### config.mk
export PLATFORM = sky130hd
export DESIGN_NAME = network_profile_rotation_selector_core
export DESIGN_NICKNAME = d
export VERILOG_FILES = /design/src/design/nprs_pkg.sv /design/src/design/nprs_rr_pick.sv /design/src/design/network_profile_rotation_selector_core.sv
export SDC_FILE = /design/constraint.sdc
export NUM_CORES = 1
export LEC_CHECK = 0
export BUFFER_PORTS_ARGS = -buffer_cell sky130_fd_sc_hd__clkbuf_2
export CORE_MARGIN = 4
export CORE_UTILIZATION = 50
export DETAILED_ROUTE_END_ITERATION = 16
export PLACE_DENSITY_LB_ADDON = 0.25
export SYNTH_ARGS = -nofsm -noshare
export SYNTH_HDL_FRONTEND = slang
export SYNTH_SLANG_ARGS = --single-unit
### constraint.sdc
create_clock -name clk -period 9.1 [get_ports clk]
set_input_delay 1.82 -clock clk [delete_from_list [all_inputs] [get_ports clk]]
set_output_delay 1.82 -clock clk [all_outputs]
set_load 0.1 [all_outputs]
### src/design/nprs_pkg.sv
// Package for the network profile rotation selector.
// Holds the payload structs, configuration register codes and widths.
// No dependencies; the top level refers to it by scoped names.
package nprs_pkg;

	// Field widths, fixed by the request and result formats.
	localparam int TIME_W = 32;
	localparam int MASK_W = 4;
	localparam int INDEX_W = 2;
	localparam int CFG_DATA_W = 32;

	// Default number of profile slots.
	localparam int PROFILE_SLOTS = 4;

	// Attempt window after reset, in milliseconds.
	localparam logic [TIME_W-1:0] ATTEMPT_WINDOW_RESET = 32'd10000;

	// Configuration register indexes.
	typedef enum logic [0:0] {
		CFG_PRESENT_MASK   = 1'b0,
		CFG_ATTEMPT_WINDOW = 1'b1
	} cfg_reg_t;

	// One input request: link state and current time.
	typedef struct packed {
		logic              link_up;
		logic [TIME_W-1:0] now_ms;
	} req_t;

	// One result: whether to connect, and to which slot.
	typedef struct packed {
		logic               select_valid;
		logic [INDEX_W-1:0] profile_index;
	} rsp_t;

endpackage

### src/design/nprs_rr_pick.sv
// Round-robin slot picker for the network profile rotation selector.
// Finds the first present slot at or after a start slot, wrapping around.
// Depends on nothing but its parameters.
module nprs_rr_pick #(
	parameter int SLOTS  = 4,
	parameter int SLOT_W = 2
) (
	input  logic [SLOTS-1:0]  present,
	input  logic [SLOT_W-1:0] start,
	output logic              found,
	output logic [SLOT_W-1:0] slot
);

	localparam int SUM_W = SLOT_W + 1;

	logic [SUM_W-1:0] cand;

	// Walk the offsets from the farthest down, so the nearest present slot wins.
	always_comb begin
		found = 1'b0;
		slot = '0;
		cand = '0;
		for (int off = SLOTS - 1; off >= 0; off--) begin
			cand = {1'b0, start} + SUM_W'(off);
			if (cand >= SUM_W'(SLOTS)) begin
				cand = cand - SUM_W'(SLOTS);
			end
			if (present[cand[SLOT_W-1:0]]) begin
				found = 1'b1;
				slot = cand[SLOT_W-1:0];
			end
		end
	end

endmodule

### src/design/network_profile_rotation_selector_core.sv
// Top level of the network profile rotation selector.
// Uses nprs_pkg for types and constants and nprs_rr_pick for the slot scan.
//
//  Channel | Signals                         | Direction | Transfers when
//  --------+---------------------------------+-----------+---------------------------
//  request | req_valid, req_stall, req_data  | in        | req_valid && !req_stall
//  result  | rsp_valid, rsp_stall, rsp_data  | out       | rsp_valid && !rsp_stall
//  config  | cfg_valid, cfg_ready, cfg_index,| in        | cfg_valid && cfg_ready
//          | cfg_data                        |           |
//
// Each request gives exactly one result. A request is captured in an input
// register, decided by the logic behind it, and its result lands in the
// output register when the input register advances, which a stalled result
// can hold off. One request per cycle is sustained while results are not
// stalled, as the state updates with each decision. A stalled result holds
// the pipeline; req_stall rises only when both registers are full. Reset
// clears selector state, mask and both valid flags and presets the window.
module network_profile_rotation_selector_core #(
	parameter int PROFILE_SLOTS = nprs_pkg::PROFILE_SLOTS
) (
	input  logic                              clk,
	input  logic                              arst_n,
	// Request channel.
	input  logic                              req_valid,
	output logic                              req_stall,
	input  nprs_pkg::req_t                    req_data,
	// Result channel.
	output logic                              rsp_valid,
	input  logic                              rsp_stall,
	output nprs_pkg::rsp_t                    rsp_data,
	// Configuration channel.
	input  logic                              cfg_valid,
	output logic                              cfg_ready,
	input  nprs_pkg::cfg_reg_t                cfg_index,
	input  logic [nprs_pkg::CFG_DATA_W-1:0]   cfg_data
);

	localparam int SLOT_W = (PROFILE_SLOTS > 1) ? $clog2(PROFILE_SLOTS) : 1;
	localparam int TIME_W = nprs_pkg::TIME_W;
	localparam int MASK_W = nprs_pkg::MASK_W;
	localparam int INDEX_W = nprs_pkg::INDEX_W;

	// Configuration registers.
	logic [MASK_W-1:0] present_mask_q;
	logic [TIME_W-1:0] attempt_window_q;

	// Selector state.
	logic              was_connected_q;
	logic              have_current_q;
	logic [SLOT_W-1:0] current_slot_q;
	logic [TIME_W-1:0] attempt_start_q;

	// Pipeline registers.
	logic              req_valid_s1;
	nprs_pkg::req_t    req_s1;
	logic              rsp_valid_q;
	nprs_pkg::rsp_t    rsp_q;

	// Decision logic signals.
	logic              out_load;
	logic              advance;
	logic [PROFILE_SLOTS-1:0] present;
	logic [SLOT_W-1:0] scan_start;
	logic              pick_found;
	logic [SLOT_W-1:0] pick_slot;
	logic [TIME_W-1:0] elapsed;
	logic              window_open;
	logic              was_connected_d;
	logic              have_current_d;
	logic [SLOT_W-1:0] current_slot_d;
	logic [TIME_W-1:0] attempt_start_d;
	logic              sel_d;
	logic [SLOT_W-1:0] sel_slot_d;
	logic [SLOT_W+INDEX_W-1:0] sel_slot_ext;
	nprs_pkg::rsp_t    rsp_d;

	// Configuration writes are always taken.
	assign cfg_ready = 1'b1;

	always_ff @(posedge clk or negedge arst_n) begin
		if (!arst_n) begin
			present_mask_q <= '0;
			attempt_window_q <= nprs_pkg::ATTEMPT_WINDOW_RESET;
		end else if (cfg_valid && cfg_ready) begin
			case (cfg_index)
				nprs_pkg::CFG_PRESENT_MASK: present_mask_q <= cfg_data[MASK_W-1:0];
				nprs_pkg::CFG_ATTEMPT_WINDOW: attempt_window_q <= cfg_data[TIME_W-1:0];
				default: ;
			endcase
		end
	end

	// Handshake: the output register loads when empty or drained, and the
	// input register moves on whenever its content goes to the output.
	assign out_load = !rsp_valid_q || !rsp_stall;
	assign advance = req_valid_s1 && out_load;
	assign req_stall = req_valid_s1 && !out_load;

	always_ff @(posedge clk or negedge arst_n) begin
		if (!arst_n) begin
			req_valid_s1 <= 1'b0;
		end else if (!req_stall) begin
			req_valid_s1 <= req_valid;
		end
	end

	always_ff @(posedge clk) begin
		if (req_valid && !req_stall) begin
			req_s1 <= req_data;
		end
	end

	// Slots beyond the mask register never hold a profile.
	for (genvar i = 0; i < PROFILE_SLOTS; i++) begin : g_present
		if (i < MASK_W) begin : g_mask
			assign present[i] = present_mask_q[i];
		end else begin : g_absent
			assign present[i] = 1'b0;
		end
	end

	// The scan starts after the held slot, or at slot zero with none held.
	always_comb begin
		scan_start = '0;
		if (have_current_q && current_slot_q != SLOT_W'(PROFILE_SLOTS - 1)) begin
			scan_start = current_slot_q + SLOT_W'(1);
		end
	end

	nprs_rr_pick #(
		.SLOTS  (PROFILE_SLOTS),
		.SLOT_W (SLOT_W)
	) u_pick (
		.present (present),
		.start   (scan_start),
		.found   (pick_found),
		.slot    (pick_slot)
	);

	// Time since the attempt began wraps modulo 2^32.
	assign elapsed = req_s1.now_ms - attempt_start_q;
	assign window_open = elapsed < attempt_window_q;

	// Decide the result and the next state for the request in the input register.
	always_comb begin
		was_connected_d = was_connected_q;
		have_current_d = have_current_q;
		current_slot_d = current_slot_q;
		attempt_start_d = attempt_start_q;
		sel_d = 1'b0;
		sel_slot_d = '0;
		if (req_s1.link_up) begin
			was_connected_d = 1'b1;
		end else if (was_connected_q) begin
			// Link just lost: retry the held slot once and restart the timer.
			was_connected_d = 1'b0;
			attempt_start_d = req_s1.now_ms;
			if (have_current_q) begin
				sel_d = 1'b1;
				sel_slot_d = current_slot_q;
			end
		end else if (!(have_current_q && window_open) && pick_found) begin
			// Window over or nothing held: rotate to the next present slot.
			have_current_d = 1'b1;
			current_slot_d = pick_slot;
			attempt_start_d = req_s1.now_ms;
			sel_d = 1'b1;
			sel_slot_d = pick_slot;
		end
	end

	// The result carries the low bits of the slot number.
	assign sel_slot_ext = {{INDEX_W{1'b0}}, sel_slot_d};
	assign rsp_d.select_valid = sel_d;
	assign rsp_d.profile_index = sel_slot_ext[INDEX_W-1:0];

	always_ff @(posedge clk or negedge arst_n) begin
		if (!arst_n) begin
			was_connected_q <= 1'b0;
			have_current_q <= 1'b0;
			current_slot_q <= '0;
			attempt_start_q <= '0;
		end else if (advance) begin
			was_connected_q <= was_connected_d;
			have_current_q <= have_current_d;
			current_slot_q <= current_slot_d;
			attempt_start_q <= attempt_start_d;
		end
	end

	// Output register.
	always_ff @(posedge clk or negedge arst_n) begin
		if (!arst_n) begin
			rsp_valid_q <= 1'b0;
		end else if (out_load) begin
			rsp_valid_q <= req_valid_s1;
		end
	end

	always_ff @(posedge clk) begin
		if (advance) begin
			rsp_q <= rsp_d;
		end
	end

	assign rsp_valid = rsp_valid_q;
	assign rsp_data = rsp_q;

endmodule
Word-level counts from Yosys, hierarchy flattened
Cells that the tools add are included.
- bits in registers: 110
- input bits: 71
- logic and storage cells: 81
- add/sub/neg operators: 9
- $lt $le $gt $ge: 9
- equality and inequality tests: 1
- mux-type cells: 30
- bitwise logic cells: 3
- reduce and logical (&&, ||, !) cells: 17
- operator list (operator ; number):
    2-to-1 mux 32 bit ; 2
    less-than comparator 32 bit ; 1
    subtractor 32 bit ; 1
    2-to-1 mux 2 bit ; 12
    less-than comparator 2 x 3 -> 1 bit (second input constant) ; 4
    2-to-1 mux 1 bit ; 12
    >= comparator 3 bit (second input constant) ; 3
    binary-select mux 1 bit (select 2 bit) ; 4
    subtractor 2 x 1 -> 2 bit (second input constant) ; 4
    adder 2 x 2 -> 3 bit (second input constant) ; 2
    logical AND 1 bit ; 6
    logical NOT 1 bit ; 5
    AND reduction 2 bit ; 2
    AND reduction 4 bit ; 1
    adder 2 x 1 -> 3 bit (second input constant) ; 1
    >= comparator 2 x 3 -> 1 bit (second input constant) ; 1
    NOT 1 bit ; 3
    AND reduction 3 bit ; 1
    adder 2 x 1 -> 2 bit (second input constant) ; 1
    inequality test 2 bit (second input constant) ; 1
    nonzero test 2 bit ; 1
    logical OR 1 bit ; 1

Depth between registers and ports, before layout
- depth in word-level cells: 15
- depth in mapped cells: 21
- mapped depth without buffers: 21

Hierarchy
A second synthesis with hierarchy kept.
- cells, all modules: 580
- area, all modules: 6447.4 um^2
- modules (own cells, without submodules) (module ; times used ; cells each ; area an instance (um^2) ; seq. area each (um^2)):
    network_profile_rotation_selector_core ; 1 ; 567 ; 6369.9 ; 2939.1
    nprs_rr_pick ; 1 ; 13 ; 77.6 ; 0.0

Least setup slack after synthesis
OpenSTA, ideal clock, no wires.
- kind: flip-flop to flip-flop
- from: register req_s1[8] (netlist bit)
- to: register attempt_start_q[0]
- setup time: 0.126 ns
- data arrival time: 4.272 ns
- path slack: 4.702 ns
- cell stages (with the launch flop): 19
- path buffers: 1
- path through: edfxtp_1 ha_1 a211oi_2 o21bai_1 a21o_1 a2111oi_4 a21oi_2 or4_4 o21a_1 xor2_1 ha_1 a21o_1 a21o_1 a21oi_1 o21a_1 o211ai_1 o21ai_1 clkbuf_1 a221o_1
- word-level cells in the longest chain between the ends: 7
- ends and longest elaborated chain (element ; line ; source):
    start, declared ; network_profile_rotation_selector_core.sv:55 ; nprs_pkg::req_t req_s1;
    start signal, assigned ; network_profile_rotation_selector_core.sv:109 ; req_s1 <= req_data;
    subtractor 32 bit ; network_profile_rotation_selector_core.sv:141 ; assign elapsed = req_s1.now_ms - attempt_start_q;
    less-than comparator 32 bit ; network_profile_rotation_selector_core.sv:142 ; assign window_open = elapsed < attempt_window_q;
    logical AND 1 bit ; network_profile_rotation_selector_core.sv:162 ; end else if (!(have_current_q && window_open) && pick_found) begin
    logical NOT 1 bit ; network_profile_rotation_selector_core.sv:162 ;
    logical AND 1 bit ; network_profile_rotation_selector_core.sv:162 ;
    nonzero test 2 bit (no source line) ; - ;
    AND reduction 3 bit (no source line) ; - ;
    end signal, assigned ; network_profile_rotation_selector_core.sv:187 ; attempt_start_q <= attempt_start_d;
    end, declared ; network_profile_rotation_selector_core.sv:51 ; logic [TIME_W-1:0] attempt_start_q;
Every way passes these cells.
A chain may end at the register's enable or synchronous reset.

Worst setup path in the final report
- from: register req_s1[0] (netlist bit)
- to: register attempt_start_q[14]
The elaborated chain is that of the path after synthesis.

==> implementation parameters <==
Parameter                              Value

Flow run
  Max cap viols    0

Setup path
  Kind of cell adding the most delay to the critical path    compound AO/OA/AOI/OAI gates
  Buffers plus inverters on the worst setup path    4
  Critical Path End Type    flip-flop
  Arrival time reported for the critical path endpoint    about 5.4 ns
  Crit-path max cell delay    0.64 ns
  Cell Chain, Critical Path    inv_1 -> ha_1 -> inv_1 -> fa_1 -> a21oi_1 -> o21ai_0 -> a21oi_1 -> o211ai_1 -> a21bo_2 -> a31oi_1 -> xnor2_1 -> ha_1 -> nand4_1 -> a2111oi_0 -> o31ai_1 -> o211ai_1 -> buf_4 -> o21ai_2 -> buf_4 -> a221o_1
  Crit Path Max Fanout    34
  Req. time, crit path    9.34 ns
  Crit Path Category    reg -> reg
  Launching element type of the critical path    flip-flop
  Critical path's slowest cell    sky130_fd_sc_hd__a2111oi_0

GRT
  Largest net degree at the start of global routing    75
  Initial antenna violation count    0
  Global routing usage summed across all routing layers    19.6%
  GRT Residual Overflow    0
  Vias in the first global route    5155
  Wire length of the first global-routing pass    24700 um

Clock network
  Number of gates resized after CTS    0
  Clock sink count    110
  Longest Clk Path Bufs    2
  Level count of the clock H-tree    3
  Post-CTS setup repair buffer count    0
  Clock tree from TritonCTS    done
  Clock Latency Late Sink    0.36 ns
  Clk slew on worst S/H paths    ~0.07 ns
  Buffer type at the clock tree root    sky130_fd_sc_hd__clkbuf_16
  TritonCTS buffer count    9
  Number of hold-repair buffers added at the cts stage    0

Power
  Power density normalized to cell area    345 nW/um^2
  Total Power Consumption    2.65 mW
  Leakage    about 3.7 nW
  Worst IR drop on VDD    0.143 mV

Outcome
  Outcome    finished, final reports clean

Timing
  Max Slew Vio Count    0
  Post-route minimum period    5.18 ns
  Peak Freq    193 MHz
  Slew @ Worst Pin    1.06 ns
  Accumulated negative setup slack    0 ns
  Number of hold violations in the final report    0
  Layout Skew    between 0.007 and 0.008 ns
  RSZ-0062 raised after global routing    no
  Setup-failing EPs final    0
  Share of the clock period used by the worst path    56.9%
  Slew headroom    about 30%

Finish
  Final std cells w/o fill    902
  Area growth from synthesis to final layout    13.4%
  Proportion of layout cells with a drive suffix above 1    20.5%
  ANT cells    0
  Final-stage net count    856
  Util after Layout    around 58%

Hold path
  Type of the worst min-delay path    reg -> reg

Synth
  Number of storage elements in the synthesis netlist    110
  Proportion of synthesized chip area in sequential cells    between 40% and 50%
  Number of synthesized flops with an enable pin    36
  Post-synthesis cell type count    60
  Synth warnings    0
  Post-synthesis async set-or-reset flop share    67.3%
  Post-synthesis cell count    648
  Leading register cell type out of synthesis    sky130_fd_sc_hd__dfrtp_1
  Post-Syn Area    6770 um^2
  Syn_nets    783
  Avg Synthesized Cell Area    10.4 um^2

Detailed routing
  Post-route ant nets    0
  Routed WL per cell    roughly 16 um
  Starting DRC count in detailed routing    249
  Vias    5103
  Vias per inst    5.66
  Final routed wirelength across all metal layers    14900 um
  Detailed-router iteration count before antenna repair    5
  Remaining routing DRC violations    0

Placed design
  Dpl cells    886
  Placer Congestion    0.885
  Placed wire-length estimate    11100 um
  Number of input and output port buffers inserted    75

Floorplanning
  Number of cell rows    42
  Core outline area    13200 um^2
  I/O pin count    77
  Effective utilization at floorplan    between 50% and 60%
  Floorplan die height    between 100 and 150 um
  Area of the die    15500 um^2
  Die W    approximately 120 um
-- state kept, by name (all words and copies together), names as in the netlist --
| signal | count |
|---|---|
| current_slot_q | 2 |
| present | 4 |
| attempt_window_q | 32 |
| req_s1 | 33 |
| rsp_valid | 1 |
| req_valid_s1 | 1 |
| rsp_data | 3 |
| have_current_q | 1 |
| attempt_start_q | 32 |
| was_connected_q | 1 |
-- stage by stage --
stage | setup slack, ns | area [um^2] | hold WS (ns)
final | 3.92 | 7670 | 0.504
after global routing | 3.44 | 7670 | 0.525
after floorplan | 4.70 | 6770 | 0.457
after detailed placement | 4.04 | 7330 | 0.490
after CTS | 3.98 | 7670 | 0.506
after global placement | 4.12 | 7330 | 0.468
-- cell families (layout without fill, tap and decap cells) --
group / after synthesis / after routing / share of synthesized area [%]
flip-flops: 110 / 110 / 43.4
AND/OR/NAND/NOR: 145 / 145 / 11.0
XOR/XNOR: 27 / 27 / 3.49
adder cells (fa/ha/maj): 64 / 64 / 11.9
other: 1 / 1 / 0.0554
AO/OA/AOI/OAI: 171 / 171 / 18.4
multiplexers: 40 / 40 / 6.60
buffers and inverters: 90 / 168 / 5.07
-- synthesized netlist by cell type, types with 2 or more instances --
cell type / instances / area share [%]
sky130_fd_sc_hd__inv_1: 71 / 3.9
sky130_fd_sc_hd__a221oi_1: 2 / 0.26
sky130_fd_sc_hd__a21o_1: 24 / 2.7
sky130_fd_sc_hd__a21oi_2: 2 / 0.26
sky130_fd_sc_hd__mux2_2: 37 / 6.2
sky130_fd_sc_hd__or2_2: 2 / 0.18
sky130_fd_sc_hd__o211ai_1: 5 / 0.55
sky130_fd_sc_hd__and2_1: 4 / 0.37
sky130_fd_sc_hd__o31a_1: 2 / 0.26
sky130_fd_sc_hd__a21boi_0: 3 / 0.33
sky130_fd_sc_hd__o21a_1: 7 / 0.78
sky130_fd_sc_hd__o22ai_1: 2 / 0.18
sky130_fd_sc_hd__nor4_1: 2 / 0.18
sky130_fd_sc_hd__nand3_1: 8 / 0.59
sky130_fd_sc_hd__mux2i_1: 3 / 0.44
sky130_fd_sc_hd__dfrtp_1: 69 / 26
sky130_fd_sc_hd__buf_1: 3 / 0.17
sky130_fd_sc_hd__a221o_1: 33 / 4.9
sky130_fd_sc_hd__nor3_1: 2 / 0.15
sky130_fd_sc_hd__xor2_1: 11 / 1.4
sky130_fd_sc_hd__nand2_1: 38 / 2.1
sky130_fd_sc_hd__nor2b_1: 5 / 0.46
sky130_fd_sc_hd__a21oi_1: 42 / 3.1
sky130_fd_sc_hd__dfstp_2: 5 / 1.9
sky130_fd_sc_hd__ha_1: 63 / 12
sky130_fd_sc_hd__clkbuf_1: 14 / 0.78
sky130_fd_sc_hd__o21bai_1: 7 / 0.78
sky130_fd_sc_hd__and3_1: 34 / 3.1
sky130_fd_sc_hd__o31ai_1: 2 / 0.22
sky130_fd_sc_hd__nand2b_1: 3 / 0.28
sky130_fd_sc_hd__xnor2_1: 16 / 2.1
sky130_fd_sc_hd__edfxtp_1: 36 / 16
sky130_fd_sc_hd__nor3b_1: 2 / 0.22
sky130_fd_sc_hd__nand3b_1: 2 / 0.22
sky130_fd_sc_hd__nand4_1: 10 / 0.92
sky130_fd_sc_hd__o2111ai_1: 2 / 0.26
sky130_fd_sc_hd__o21ai_0: 22 / 1.6
sky130_fd_sc_hd__a31oi_1: 3 / 0.28
sky130_fd_sc_hd__nor2_1: 29 / 1.6
-- cell usage in the layout, fill, tap and decap left out, types with 3 or more instances in the layout --
cell type / count
sky130_fd_sc_hd__a21boi_0: 3
sky130_fd_sc_hd__edfxtp_1: 36
sky130_fd_sc_hd__mux2_2: 37
sky130_fd_sc_hd__and2_1: 4
sky130_fd_sc_hd__nand2_1: 38
sky130_fd_sc_hd__a21o_1: 24
sky130_fd_sc_hd__buf_4: 6
sky130_fd_sc_hd__o21a_1: 7
sky130_fd_sc_hd__a221o_1: 33
sky130_fd_sc_hd__ha_1: 63
sky130_fd_sc_hd__xnor2_1: 16
sky130_fd_sc_hd__a21oi_1: 42
sky130_fd_sc_hd__inv_1: 71
sky130_fd_sc_hd__and3_1: 34
sky130_fd_sc_hd__nand3_1: 8
sky130_fd_sc_hd__nor2_1: 29
sky130_fd_sc_hd__o211ai_1: 5
sky130_fd_sc_hd__o21bai_1: 7
sky130_fd_sc_hd__bufinv_16: 3
sky130_fd_sc_hd__mux2i_1: 3
sky130_fd_sc_hd__nand4_1: 10
sky130_fd_sc_hd__clkbuf_2: 74
sky130_fd_sc_hd__nand2b_1: 3
sky130_fd_sc_hd__dfstp_2: 5
sky130_fd_sc_hd__o21ai_0: 22
sky130_fd_sc_hd__xor2_1: 11
sky130_fd_sc_hd__nor2b_1: 5
sky130_fd_sc_hd__dfrtp_1: 69
sky130_fd_sc_hd__clkbuf_16: 9
sky130_fd_sc_hd__a31oi_1: 3
-- worst paths after layout --
check | start | endpoint | slack [ns] | depth (start not counted)
worst min-delay path | req_valid_s1 | rsp_valid | 0.50 | 1
min in group asynchronous | arst_n | req_valid_s1 | 1.68 | 2
worst max-delay path | req_s1[0] | attempt_start_q[14] | 3.92 | 20
worst min register to register | req_valid_s1 | rsp_valid | 0.50 | 1
worst max register to register | req_s1[0] | attempt_start_q[14] | 3.92 | 20
max in group asynchronous | arst_n | attempt_start_q[14] | 6.80 | 2
-- where the power goes --
part	leakage [nW]	internal, mW	total, mW	switching (mW)
clock	0.167	0.269	0.444	0.175
sequential	1.22	0.635	0.707	0.0720
combinational	2.32	0.641	1.50	0.855
total	3.71	1.54	2.65	1.10
-- metal layers --
| metal | wire [um] | track usage [%] |
|---|---|---|
| met4 | 231 | 5.48 |
| met2 | 7230 | 33.9 |
| met3 | 677 | 5.06 |
| met5 | 0 | 0 |
| met1 | 6730 | 24.3 |
-- final cells by class --
class                      count  area, um^2
fill                        1167        5570
multi-input combinational    448        3490
sequential                   110        2940
timing repair buffer          81         420
inverter                      71         267
clock buffer                  10         229
tap                          176         220
clock inverter                 6         109
Note: power is estimated with default switching activity, not from simulation.
